`config.mk`:
```
export PLATFORM = sky130hd
export DESIGN_NAME = csv_byte_tokenizer_core
export DESIGN_NICKNAME = d
export VERILOG_FILES = /design/src/hdl/csvbt_pkg.sv /design/src/hdl/csv_byte_tokenizer_core.sv
export SDC_FILE = /design/constraint.sdc
export NUM_CORES = 1
export LEC_CHECK = 0
export BUFFER_PORTS_ARGS = -buffer_cell sky130_fd_sc_hd__clkbuf_2
export CAP_MARGIN = 20
export CORE_UTILIZATION = 60
export CTS_CLUSTER_SIZE = 14
export DETAILED_ROUTE_END_ITERATION = 6
export HOLD_SLACK_MARGIN = 0.1
export PLACE_DENSITY = 0.87
export RECOVER_POWER = 50
export SKIP_LAST_GASP = 1
export SYNTH_ARGS = -nofsm -noshare
export SYNTH_HDL_FRONTEND = slang
export SYNTH_SLANG_ARGS = --single-unit
```
`constraint.sdc`:
```
create_clock -name clk -period 5.5 [get_ports clk]
set_input_delay 0.275 -clock clk [delete_from_list [all_inputs] [get_ports clk]]
set_output_delay 0.275 -clock clk [all_outputs]
set_load 0.02 [all_outputs]
```
`src/hdl/csvbt_pkg.sv`:
```
package csvbt_pkg;

  localparam int MaxColumnsDefault = 255;

  localparam logic [7:0] CHAR_COMMA   = 8'h2c;
  localparam logic [7:0] CHAR_NEWLINE = 8'h0a;
  localparam logic [7:0] CHAR_QUOTE   = 8'h22;
  localparam logic [7:0] CHAR_SPACE   = 8'h20;
  localparam logic [7:0] CHAR_TAB     = 8'h09;
  localparam logic [7:0] CHAR_CR      = 8'h0d;

  typedef enum logic [1:0] {
    KIND_BYTE      = 2'd0,
    KIND_FIELD_END = 2'd1,
    KIND_ROW_END   = 2'd2,
    KIND_ERROR     = 2'd3
  } kind_t;

  typedef enum logic [1:0] {
    ERR_NEWLINE_IN_QUOTES = 2'd0,
    ERR_END_IN_QUOTES     = 2'd1,
    ERR_AFTER_QUOTE       = 2'd2
  } err_code_t;

  typedef struct packed {
    kind_t      kind;
    logic [7:0] data_byte;
    logic       field_quoted;
    err_code_t  error_code;
    logic [7:0] column_count;
    logic       column_mismatch;
  } result_t;

  function automatic logic is_blank(input logic [7:0] b);
    return (b == CHAR_SPACE) || (b == CHAR_TAB) || (b == CHAR_CR);
  endfunction

endpackage

```
`src/hdl/csv_byte_tokenizer_core.sv`:
```
// channel | direction | handshake            | beat
// in      | input     | in_valid / in_stall  | byte_value, end_of_input
// out     | output    | out_valid / out_stall| kind, data_byte, field_quoted, error_code,
//         |           |                      | column_count, column_mismatch
// cfg     | input     | cfg_valid / cfg_ready| cfg_data (check_columns)
//
// one input beat per cycle while in_stall is low; its result (if any) is registered as it is accepted.
// the parser state update is one small combinational step between the input ports and result regs.
// a result register plus a skid register decouple the sides; in_stall is high only while
// the skid register holds a beat, and it comes from a flop.
// rst is synchronous, active high; it clears parser state, check_columns and both valids.
module csv_byte_tokenizer_core
  import csvbt_pkg::*;
#(
  parameter int MAX_COLUMNS = MaxColumnsDefault
) (
  input  logic       clk,
  input  logic       rst,
  input  logic       in_valid,
  output logic       in_stall,
  input  logic [7:0] byte_value,
  input  logic       end_of_input,
  output logic       out_valid,
  input  logic       out_stall,
  output logic [1:0] kind,
  output logic [7:0] data_byte,
  output logic       field_quoted,
  output logic [1:0] error_code,
  output logic [7:0] column_count,
  output logic       column_mismatch,
  input  logic       cfg_valid,
  output logic       cfg_ready,
  input  logic       cfg_data
);

  localparam int CountCapInt = (MAX_COLUMNS < 255) ? MAX_COLUMNS : 255;
  localparam logic [7:0] COUNT_CAP = 8'(CountCapInt);

  typedef enum logic [2:0] {
    MODE_START,
    MODE_UNQUOTED,
    MODE_QUOTED,
    MODE_QUOTE_SEEN,
    MODE_AFTER_QUOTE,
    MODE_ERR_NEWLINE,
    MODE_ERR_END,
    MODE_ERR_AFTER
  } mode_t;

  typedef enum logic [2:0] {
    ACT_NONE,
    ACT_BYTE,
    ACT_FIELD,
    ACT_ROW,
    ACT_ROW_ONLY,
    ACT_ERROR
  } act_t;

  mode_t      mode, mode_next;
  logic       check_columns;
  logic       row_has_fields, row_has_fields_next;
  logic [7:0] fields_in_row, fields_in_row_next;
  logic [7:0] first_row_fields, first_row_fields_next;
  logic       first_row_known, first_row_known_next;
  logic       quoted_flag, quoted_flag_next;

  result_t    out_reg, skid_reg, res;
  logic       skid_valid;
  logic       res_valid;

  act_t       act;
  err_code_t  err;
  logic       byte_quoted;
  logic [7:0] cnt_inc, row_cnt;
  logic       in_fire, out_take;

  assign in_fire  = in_valid && !in_stall;
  assign out_take = out_valid && !out_stall;
  assign in_stall = skid_valid;
  assign cfg_ready = 1'b1;

  assign cnt_inc = (fields_in_row < COUNT_CAP) ? fields_in_row + 8'd1 : fields_in_row;
  assign row_cnt = (act == ACT_ROW) ? cnt_inc : fields_in_row;

  always_comb begin
    act                   = ACT_NONE;
    err                   = ERR_NEWLINE_IN_QUOTES;
    byte_quoted           = 1'b0;
    mode_next             = mode;
    quoted_flag_next      = quoted_flag;
    row_has_fields_next   = row_has_fields;
    fields_in_row_next    = fields_in_row;
    first_row_fields_next = first_row_fields;
    first_row_known_next  = first_row_known;
    res                   = '0;
    res_valid             = 1'b0;

    unique case (mode)
      MODE_START: begin
        if (end_of_input) begin
          if (row_has_fields) act = ACT_ROW_ONLY;
        end else if (is_blank(byte_value)) begin
          act = ACT_NONE;
        end else if (byte_value == CHAR_QUOTE) begin
          quoted_flag_next = 1'b1;
          mode_next        = MODE_QUOTED;
        end else if (byte_value == CHAR_COMMA) begin
          act = ACT_FIELD;
        end else if (byte_value == CHAR_NEWLINE) begin
          act = ACT_ROW;
        end else begin
          act              = ACT_BYTE;
          quoted_flag_next = 1'b0;
          mode_next        = MODE_UNQUOTED;
        end
      end
      MODE_UNQUOTED: begin
        if (end_of_input || byte_value == CHAR_NEWLINE) act = ACT_ROW;
        else if (byte_value == CHAR_COMMA) act = ACT_FIELD;
        else act = ACT_BYTE;
      end
      MODE_QUOTED: begin
        if (end_of_input) begin
          act = ACT_ERROR;
          err = ERR_END_IN_QUOTES;
        end else if (byte_value == CHAR_NEWLINE) begin
          act = ACT_ERROR;
          err = ERR_NEWLINE_IN_QUOTES;
        end else if (byte_value == CHAR_QUOTE) begin
          mode_next = MODE_QUOTE_SEEN;
        end else begin
          act         = ACT_BYTE;
          byte_quoted = 1'b1;
        end
      end
      MODE_QUOTE_SEEN, MODE_AFTER_QUOTE: begin
        if (mode == MODE_QUOTE_SEEN && !end_of_input && byte_value == CHAR_QUOTE) begin
          // doubled quote inside a quoted field
          act         = ACT_BYTE;
          byte_quoted = 1'b1;
          mode_next   = MODE_QUOTED;
        end else begin
          mode_next = MODE_AFTER_QUOTE;
          if (end_of_input) act = ACT_ROW;
          else if (is_blank(byte_value)) act = ACT_NONE;
          else if (byte_value == CHAR_COMMA) act = ACT_FIELD;
          else if (byte_value == CHAR_NEWLINE) act = ACT_ROW;
          else begin
            act = ACT_ERROR;
            err = ERR_AFTER_QUOTE;
          end
        end
      end
      MODE_ERR_NEWLINE: begin
        act = ACT_ERROR;
        err = ERR_NEWLINE_IN_QUOTES;
      end
      MODE_ERR_END: begin
        act = ACT_ERROR;
        err = ERR_END_IN_QUOTES;
      end
      MODE_ERR_AFTER: begin
        act = ACT_ERROR;
        err = ERR_AFTER_QUOTE;
      end
      default: begin
        act = ACT_ERROR;
        err = ERR_AFTER_QUOTE;
      end
    endcase

    unique case (act)
      ACT_NONE: begin
        res_valid = 1'b0;
      end
      ACT_BYTE: begin
        res_valid          = 1'b1;
        res.kind           = KIND_BYTE;
        res.data_byte      = byte_value;
        res.field_quoted   = byte_quoted;
      end
      ACT_FIELD: begin
        res_valid           = 1'b1;
        res.kind            = KIND_FIELD_END;
        res.field_quoted    = quoted_flag;
        res.column_count    = cnt_inc;
        fields_in_row_next  = cnt_inc;
        row_has_fields_next = 1'b1;
        quoted_flag_next    = 1'b0;
        mode_next           = MODE_START;
      end
      ACT_ROW, ACT_ROW_ONLY: begin
        res_valid        = 1'b1;
        res.kind         = KIND_ROW_END;
        res.field_quoted = (act == ACT_ROW) ? quoted_flag : 1'b0;
        res.column_count = row_cnt;
        if (first_row_known) begin
          res.column_mismatch = check_columns && (row_cnt != first_row_fields);
        end else begin
          // the first row end records the reference count
          first_row_fields_next = row_cnt;
          first_row_known_next  = 1'b1;
        end
        fields_in_row_next  = '0;
        row_has_fields_next = 1'b0;
        quoted_flag_next    = 1'b0;
        mode_next           = MODE_START;
      end
      ACT_ERROR: begin
        res_valid      = 1'b1;
        res.kind       = KIND_ERROR;
        res.error_code = err;
        unique case (err)
          ERR_NEWLINE_IN_QUOTES: mode_next = MODE_ERR_NEWLINE;
          ERR_END_IN_QUOTES:     mode_next = MODE_ERR_END;
          default:               mode_next = MODE_ERR_AFTER;
        endcase
      end
      default: begin
        res_valid = 1'b0;
      end
    endcase
  end

  always_ff @(posedge clk) begin
    if (rst) begin
      mode             <= MODE_START;
      check_columns    <= 1'b0;
      row_has_fields   <= 1'b0;
      fields_in_row    <= '0;
      first_row_fields <= '0;
      first_row_known  <= 1'b0;
      quoted_flag      <= 1'b0;
      out_valid        <= 1'b0;
      skid_valid       <= 1'b0;
    end else begin
      if (cfg_valid && cfg_ready) check_columns <= cfg_data;
      if (in_fire) begin
        mode             <= mode_next;
        row_has_fields   <= row_has_fields_next;
        fields_in_row    <= fields_in_row_next;
        first_row_fields <= first_row_fields_next;
        first_row_known  <= first_row_known_next;
        quoted_flag      <= quoted_flag_next;
      end
      if (skid_valid) begin
        if (out_take) begin
          out_reg    <= skid_reg;
          skid_valid <= 1'b0;
        end
      end else if (in_fire && res_valid) begin
        if (!out_valid || out_take) begin
          out_reg   <= res;
          out_valid <= 1'b1;
        end else begin
          // output beat still waiting, park the new one
          skid_reg   <= res;
          skid_valid <= 1'b1;
        end
      end else if (out_take) begin
        out_valid <= 1'b0;
      end
    end
  end

  assign kind            = out_reg.kind;
  assign data_byte       = out_reg.data_byte;
  assign field_quoted    = out_reg.field_quoted;
  assign error_code      = out_reg.error_code;
  assign column_count    = out_reg.column_count;
  assign column_mismatch = out_reg.column_mismatch;

`ifndef ASSERT_OFF
  a_skid_implies_out: assert property (@(posedge clk) disable iff (rst)
    skid_valid |-> out_valid)
    else $error("skid beat held without an output beat");

  a_error_sticky: assert property (@(posedge clk) disable iff (rst)
    (mode == MODE_ERR_NEWLINE || mode == MODE_ERR_END || mode == MODE_ERR_AFTER)
      |=> $stable(mode))
    else $error("parser left an error mode");

  a_count_capped: assert property (@(posedge clk) disable iff (rst)
    (fields_in_row <= COUNT_CAP) && (first_row_fields <= COUNT_CAP))
    else $error("field count above cap");
`endif

endmodule
```
# Yosys cells after proc, flatten, opt, wreduce, memory -nomap -nowiden
# Index checks and enable logic that the tools add are counted.
# Widths: inputs -> output; s select.
[word_totals]
ff_bits = 69
in_bits = 15
output_inout_bits = 25
elab_cells = 167
[classes]
n_addsub = 1
magnitude_cmp = 1
n_eq_ne = 33
mux = 72
n_bitwise = 4
reduce_logical = 35
[ops]
columns = ["cell", "count"]
rows = [
  ["$mux 22", 4],
  ["$mux 3", 18],
  ["$pmux 8 s2", 2],
  ["$eq 8x4->1 const B", 3],
  ["$eq 8x6->1 const B", 3],
  ["$mux 1", 24],
  ["$mux 2", 12],
  ["$mux 8", 3],
  ["$ne 4x4->1 const B", 5],
  ["$eq 3x3->1 const B", 6],
  ["$pmux 3 s5", 1],
  ["$eq 3x2->1 const B", 4],
  ["$ne 5x5->1 const B", 2],
  ["$reduce_bool 2->1", 5],
  ["$pmux 3 s3", 1],
  ["$reduce_and 9->1", 1],
  ["$add 8x1->8 const B", 1],
  ["$lt 8x8->1 const B", 1],
  ["$ne 8x8->1", 1],
  ["$pmux 2 s4", 1],
  ["$reduce_and 4->1", 2],
  ["$eq 3x1->1 const B", 2],
  ["$logic_and 1x1->1", 6],
  ["$ne 3x3->1 const B", 2],
  ["20 further kinds", 36],
]

# Depth between registers and ports, before layout
[logic_depth]
depth_word = 16
mapped_depth = 11
mapped_depth_nobuf = 9

# Least setup slack after synthesis
# No wires, ideal clock.
[synth_timing]
path_kind = "input-to-reg"
from = "input byte_value[5]"
to = "register out_reg (netlist bit column_count[0]), enable pin"
setup_time_ps = 438
arrival_ps = 3634
t_required_ps = 5062
slack_ps = 1428
path_stages = 7
n_path_buf = 2
cell_sequence = "buf_2 -> or3b_4 -> a2111oi_4 -> o221a_2 -> buf_2 -> o31ai_1 -> a221oi_1"
[synth_via]
elab_chain_len = 13
word_cells_on_any_way = 36
classes_between = "eq/ne: 11; mux: 17; reduce/logical: 8"
[synth_lines]
columns = ["item", "line_no", "text"]
rows = [
  ["start: declaration", "csv_byte_tokenizer_core.sv:21", "input logic [7:0] byte_value,"],
  ["$eq 8x4->1 (tied with other cells)", "-", ""],
  ["$mux 3 (tied with other cells)", "csv_byte_tokenizer_core.sv:147", "else if (byte_value == CHAR_NEWLINE) act = ACT_ROW;"],
  ["$mux 3 (tied with other cells)", "csv_byte_tokenizer_core.sv:146", "else if (byte_value == CHAR_COMMA) act = ACT_FIELD;"],
  ["$mux 3 or $mux 2 (tied branches)", "csv_byte_tokenizer_core.sv:145, csv_byte_tokenizer_core.sv:104", ""],
  ["$mux 3 or $mux 2 (tied branches)", "csv_byte_tokenizer_core.sv:144, csv_byte_tokenizer_core.sv:102", ""],
  ["$mux 3 (on tied branches)", "csv_byte_tokenizer_core.sv:137, csv_byte_tokenizer_core.sv:100", ""],
  ["$pmux 3 s5 *", "csv_byte_tokenizer_core.sv:98", "unique case (mode)"],
  ["$eq 3x2->1 (tied with other cells)", "csv_byte_tokenizer_core.sv:172", "unique case (act)"],
  ["$reduce_or 5->1 (no source line) *", "-", ""],
  ["$mux 1 *", "csv_byte_tokenizer_core.sv:172", ""],
  ["$logic_and 1x1->1 *", "csv_byte_tokenizer_core.sv:251", "end else if (in_fire && res_valid) begin"],
  ["$reduce_bool 2->1 (no source line) *", "-", ""],
  ["$reduce_and 4->1 (no source line) *", "-", ""],
  ["end signal: assignment", "csv_byte_tokenizer_core.sv:248", "out_reg <= skid_reg;"],
  ["end signal: assignment", "csv_byte_tokenizer_core.sv:253", "out_reg <= res;"],
  ["end: declaration", "csv_byte_tokenizer_core.sv:67", "result_t out_reg, skid_reg, res;"],
]
# Every way passes the cells marked *; elsewhere a longest branch is shown, timed or not.
# A chain may end at the register's enable or synchronous reset.

# Worst setup path in the final report
[layout_timing]
from = "register mode[0]"
to = "register first_row_fields[6]"
[layout_via]
elab_chain_len = 8
word_cells_on_any_way = 19
classes_between = "eq/ne: 9; mux: 3; reduce/logical: 7"
[layout_lines]
columns = ["item", "line_no", "text"]
rows = [
  ["start: declaration", "csv_byte_tokenizer_core.sv:59", "mode_t mode, mode_next;"],
  ["start signal: assignment", "csv_byte_tokenizer_core.sv:239", "mode <= mode_next;"],
  ["$eq 3x2->1", "csv_byte_tokenizer_core.sv:98, csv_byte_tokenizer_core.sv:137", ""],
  ["$logic_and 1x1->1 (2 in series)", "csv_byte_tokenizer_core.sv:137", "if (mode == MODE_QUOTE_SEEN && !end_of_input && byte_value == CHAR_QUOTE) begin"],
  ["$mux 3", "csv_byte_tokenizer_core.sv:137", ""],
  ["$pmux 3 s5 *", "csv_byte_tokenizer_core.sv:98", ""],
  ["$eq 3x2->1 or $eq 3x3->1 (tied branches)", "csv_byte_tokenizer_core.sv:83, csv_byte_tokenizer_core.sv:172", ""],
  ["$reduce_or 2->1", "-", ""],
  ["$reduce_and 3->1 (no source line)", "-", ""],
  ["end signal: assignment", "csv_byte_tokenizer_core.sv:242", "first_row_fields <= first_row_fields_next;"],
  ["end: declaration", "csv_byte_tokenizer_core.sv:63", "logic [7:0] first_row_fields, first_row_fields_next;"],
]
# Marks and branches as above.

==> results.cfg <==
[floorplanning]
die_h_um = 85.21
core_area_um2 = 6531
initial_core_util_pct = 63.60
dieArea_um2 = 7260
ioPinCount = 40
die_w_um = 85.21
core.rowCount = 29

[critical_path]
path_max_fanout = 18
worstPathRequired_ns = 5.68
cpPeakStageDelay_ns = 0.86
path_cells = or3b_1, a21oi_1, a221o_2, o21ai_0, nand2_1, a211oi_2, mux2i_1, nor2_1
critPathSlowestCell = a211oi_2
rr_worst_depth = 8
cp.depth = 8
path_delay_family = compound AO/OA/AOI/OAI gates
worstSetupStartpointType = flip-flop
timing.critical_path.buf_inv = 0
worstSetupEndpointType = flip-flop
cp.arrival_ns = 4.02
crit_type = reg -> reg

[sta]
skew_ns = 0.01360
rsz0062_at_grt = no
max_slew.worst_pin.slew_ns = 1.427
setup_viol_count_final = 0
fmax_mhz = 261.0
min_period_ns = 3.832
post-route-period-util_pct = 69.67
finalHoldViolations = 0
maxSlewHeadroom_pct = 4.891
fin_tns_setup_ns = 0
slew_viol_final = 0
setup_slack_ns = 1.668

[power]
switching_power_mw = 0.6120
seq_power_share_pct = 39.8
power_per_cell_area_nw_per_um2 = 382.7
peakVddDrop_uv = 180.0
p_comb_share_pct = 34.0
sw_frac_of_total_pct = 35.83
p_clk_share_pct = 26.3
p_leak_nw = 1.548
p_int_mw = 1.096

[clock_tree]
clkSlewWorstSetupHoldPaths_ns = 0.08
cts_setup_buffers = 0
clockBufferDepth = 2
cts_buffers = 9
insertion_delay_ns = 0.35
hold_buffers = 0
cts.sinks = 69
tritoncts = done
clock-root-buffer = clkbuf_8
htree_levels = 3
post_cts_resized = 0

[routing]
routed_via_density = 6.636
drt_iter0_markers = 378
first_pass_iters = 5
wirelength_mm = 9.879
antenna_left = 0
wire_per_inst_um = 18.93
drt_drc_violations_left = 0
vias = 3464

[global_routing]
grt_pass1_vias = 3158
grt_overflow = 0
antenna_found_initial = 0
grt_max_degree = 29
grt_pass1_wl_mm = 16.08
track_usage_pct = 28.71

[synthesis]
netlist_instances = 418
ys_top_cells_by_area = edfxtp_1 32%, dfxtp_1 12%, mux2_2 6.2%
yosysWarnings = 0
synth_area_leader_cell = edfxtp_1
ys_seq_area_share_pct = 43.86
ys_async_sr_fraction_pct = 0
avgSynthCellArea_um2 = 9.938
synth.distinct_cells = 73
synth-seq-cells = 69
synth_top_area_share_pct = 31.81
syn_nets = 434
synthesis.area_um2 = 4154
synth_flop_cell = edfxtp_1
synth_edf_count = 44

[placed_design]
portBuffers = 38
gp_congestion = 1.009
hpwl_mm = 6.882
dp_slack_ns = 2.040

[finish]
final_cell_mix = 44 x edfxtp_1, 36 x nor2_1, 32 x nand2_1
n_antenna_cell = 0
largest_reg_flops = 22
final_common_cell = edfxtp_1
nets = 456
final_layout_size_suffix_gt1_share_pct = 17.53
syn_to_final_growth_pct = 7.440

[min_path]
min_path_type = in -> reg
holdPathStages = 3

[job]
maxCapViolations = 0

[run_status]
status = complete, no violations
==> kinds of logic (layout without fill, tap and decap cells) <==
| kind of cell | Yosys count | after routing | synth area share [%] |
|---|---|---|---|
| multiplexers | 27 | 27 | 7.199 |
| other | 1 | 1 | 0.09027 |
| AND/OR/NAND/NOR | 148 | 148 | 18.46 |
| XOR/XNOR | 12 | 12 | 2.530 |
| AO/OA/AOI/OAI | 117 | 117 | 22.29 |
| buffers and inverters | 43 | 70 | 5.271 |
| adder cells (fa/ha/maj) | 1 | 1 | 0.3012 |
| flip-flops | 69 | 69 | 43.86 |
==> per-layer routing <==
layer  vias up  routed length, um  part of all wire [%]  track usage (%)
met2       183               4343                    44            43.77
met3        16                831                   8.4            5.837
met4         0                178                   1.8            9.245
met5         -                  0                     0                0
li1       1621                  -                     -                -
met1      1644               4525                    46            41.14
==> tightest hold or removal path, cell delays in order <==
cell and delay (ns):
clkbuf_2 0.07, mux2i_1 0.05, nor2_1 0.07
==> power groups by stage <==
stage / sequential, mW / combinational (mW) / clock (mW)
5_1_grt: 0.687 / 0.630 / 0.471
2_1_floorplan: 0.705 / 0.457 / 0
3_5_place_dp: 0.690 / 0.594 / 0
3_3_place_gp: 0.686 / 0.581 / 0
6_report: 0.679 / 0.580 / 0.448
4_1_cts: 0.679 / 0.599 / 0.451
==> metrics by stage <==
step | cell area, um2 | util, % | std cells | hold WS, ns | power (mW)
floorplan | 4154 | - | 418 | 0.4222 | 1.162
global placement | 4308 | 65.96 | 506 | 0.4703 | 1.267
detailed placement | 4308 | 65.96 | 506 | 0.4775 | 1.284
CTS | 4524 | 69.27 | 522 | 0.1626 | 1.728
global route | 4463 | 68.33 | 522 | 0.1811 | 1.788
finish | 4463 | 68.33 | 522 | 0.1639 | 1.708
==> final cells by class <==
| cell class | instances | area (um2) |
|---|---|---|
| inverter | 12 | 45.04 |
| fill | 507 | 2068 |
| timing repair buffer | 42 | 186.4 |
| clock inverter | 6 | 88.84 |
| tap | 77 | 96.34 |
| sequential | 69 | 1822 |
| multi-input combinational | 306 | 2097 |
| clock buffer | 10 | 127.6 |
==> path summary, 6_finish.rpt <==
path	from	endpoint	slack, ns
worst max register to register	mode[0]	first_row_fields[6]	1.67
worst min-delay path	cfg_data	check_columns	0.16
worst min register to register	first_row_known	first_row_known	0.49
worst max-delay path	mode[0]	first_row_fields[6]	1.67
==> synthesized netlist by cell type, types with 5 or more instances <==
cell and number:
a211oi_1 6, o21ai_0 22, nor3_1 12, clkbuf_1 14, nand2_1 32, and3_1 8, nand2b_1 6, a21oi_1 28
edfxtp_1 44, a211oi_2 5, dfxtp_1 25, inv_1 12, buf_2 7, and2_1 8, xnor2_1 8, nor4_1 7
nand3_1 11, nor2_1 36, buf_6 5, mux2_2 23, a311oi_1 5
No activity file was read; power rests on OpenSTA's default activity.
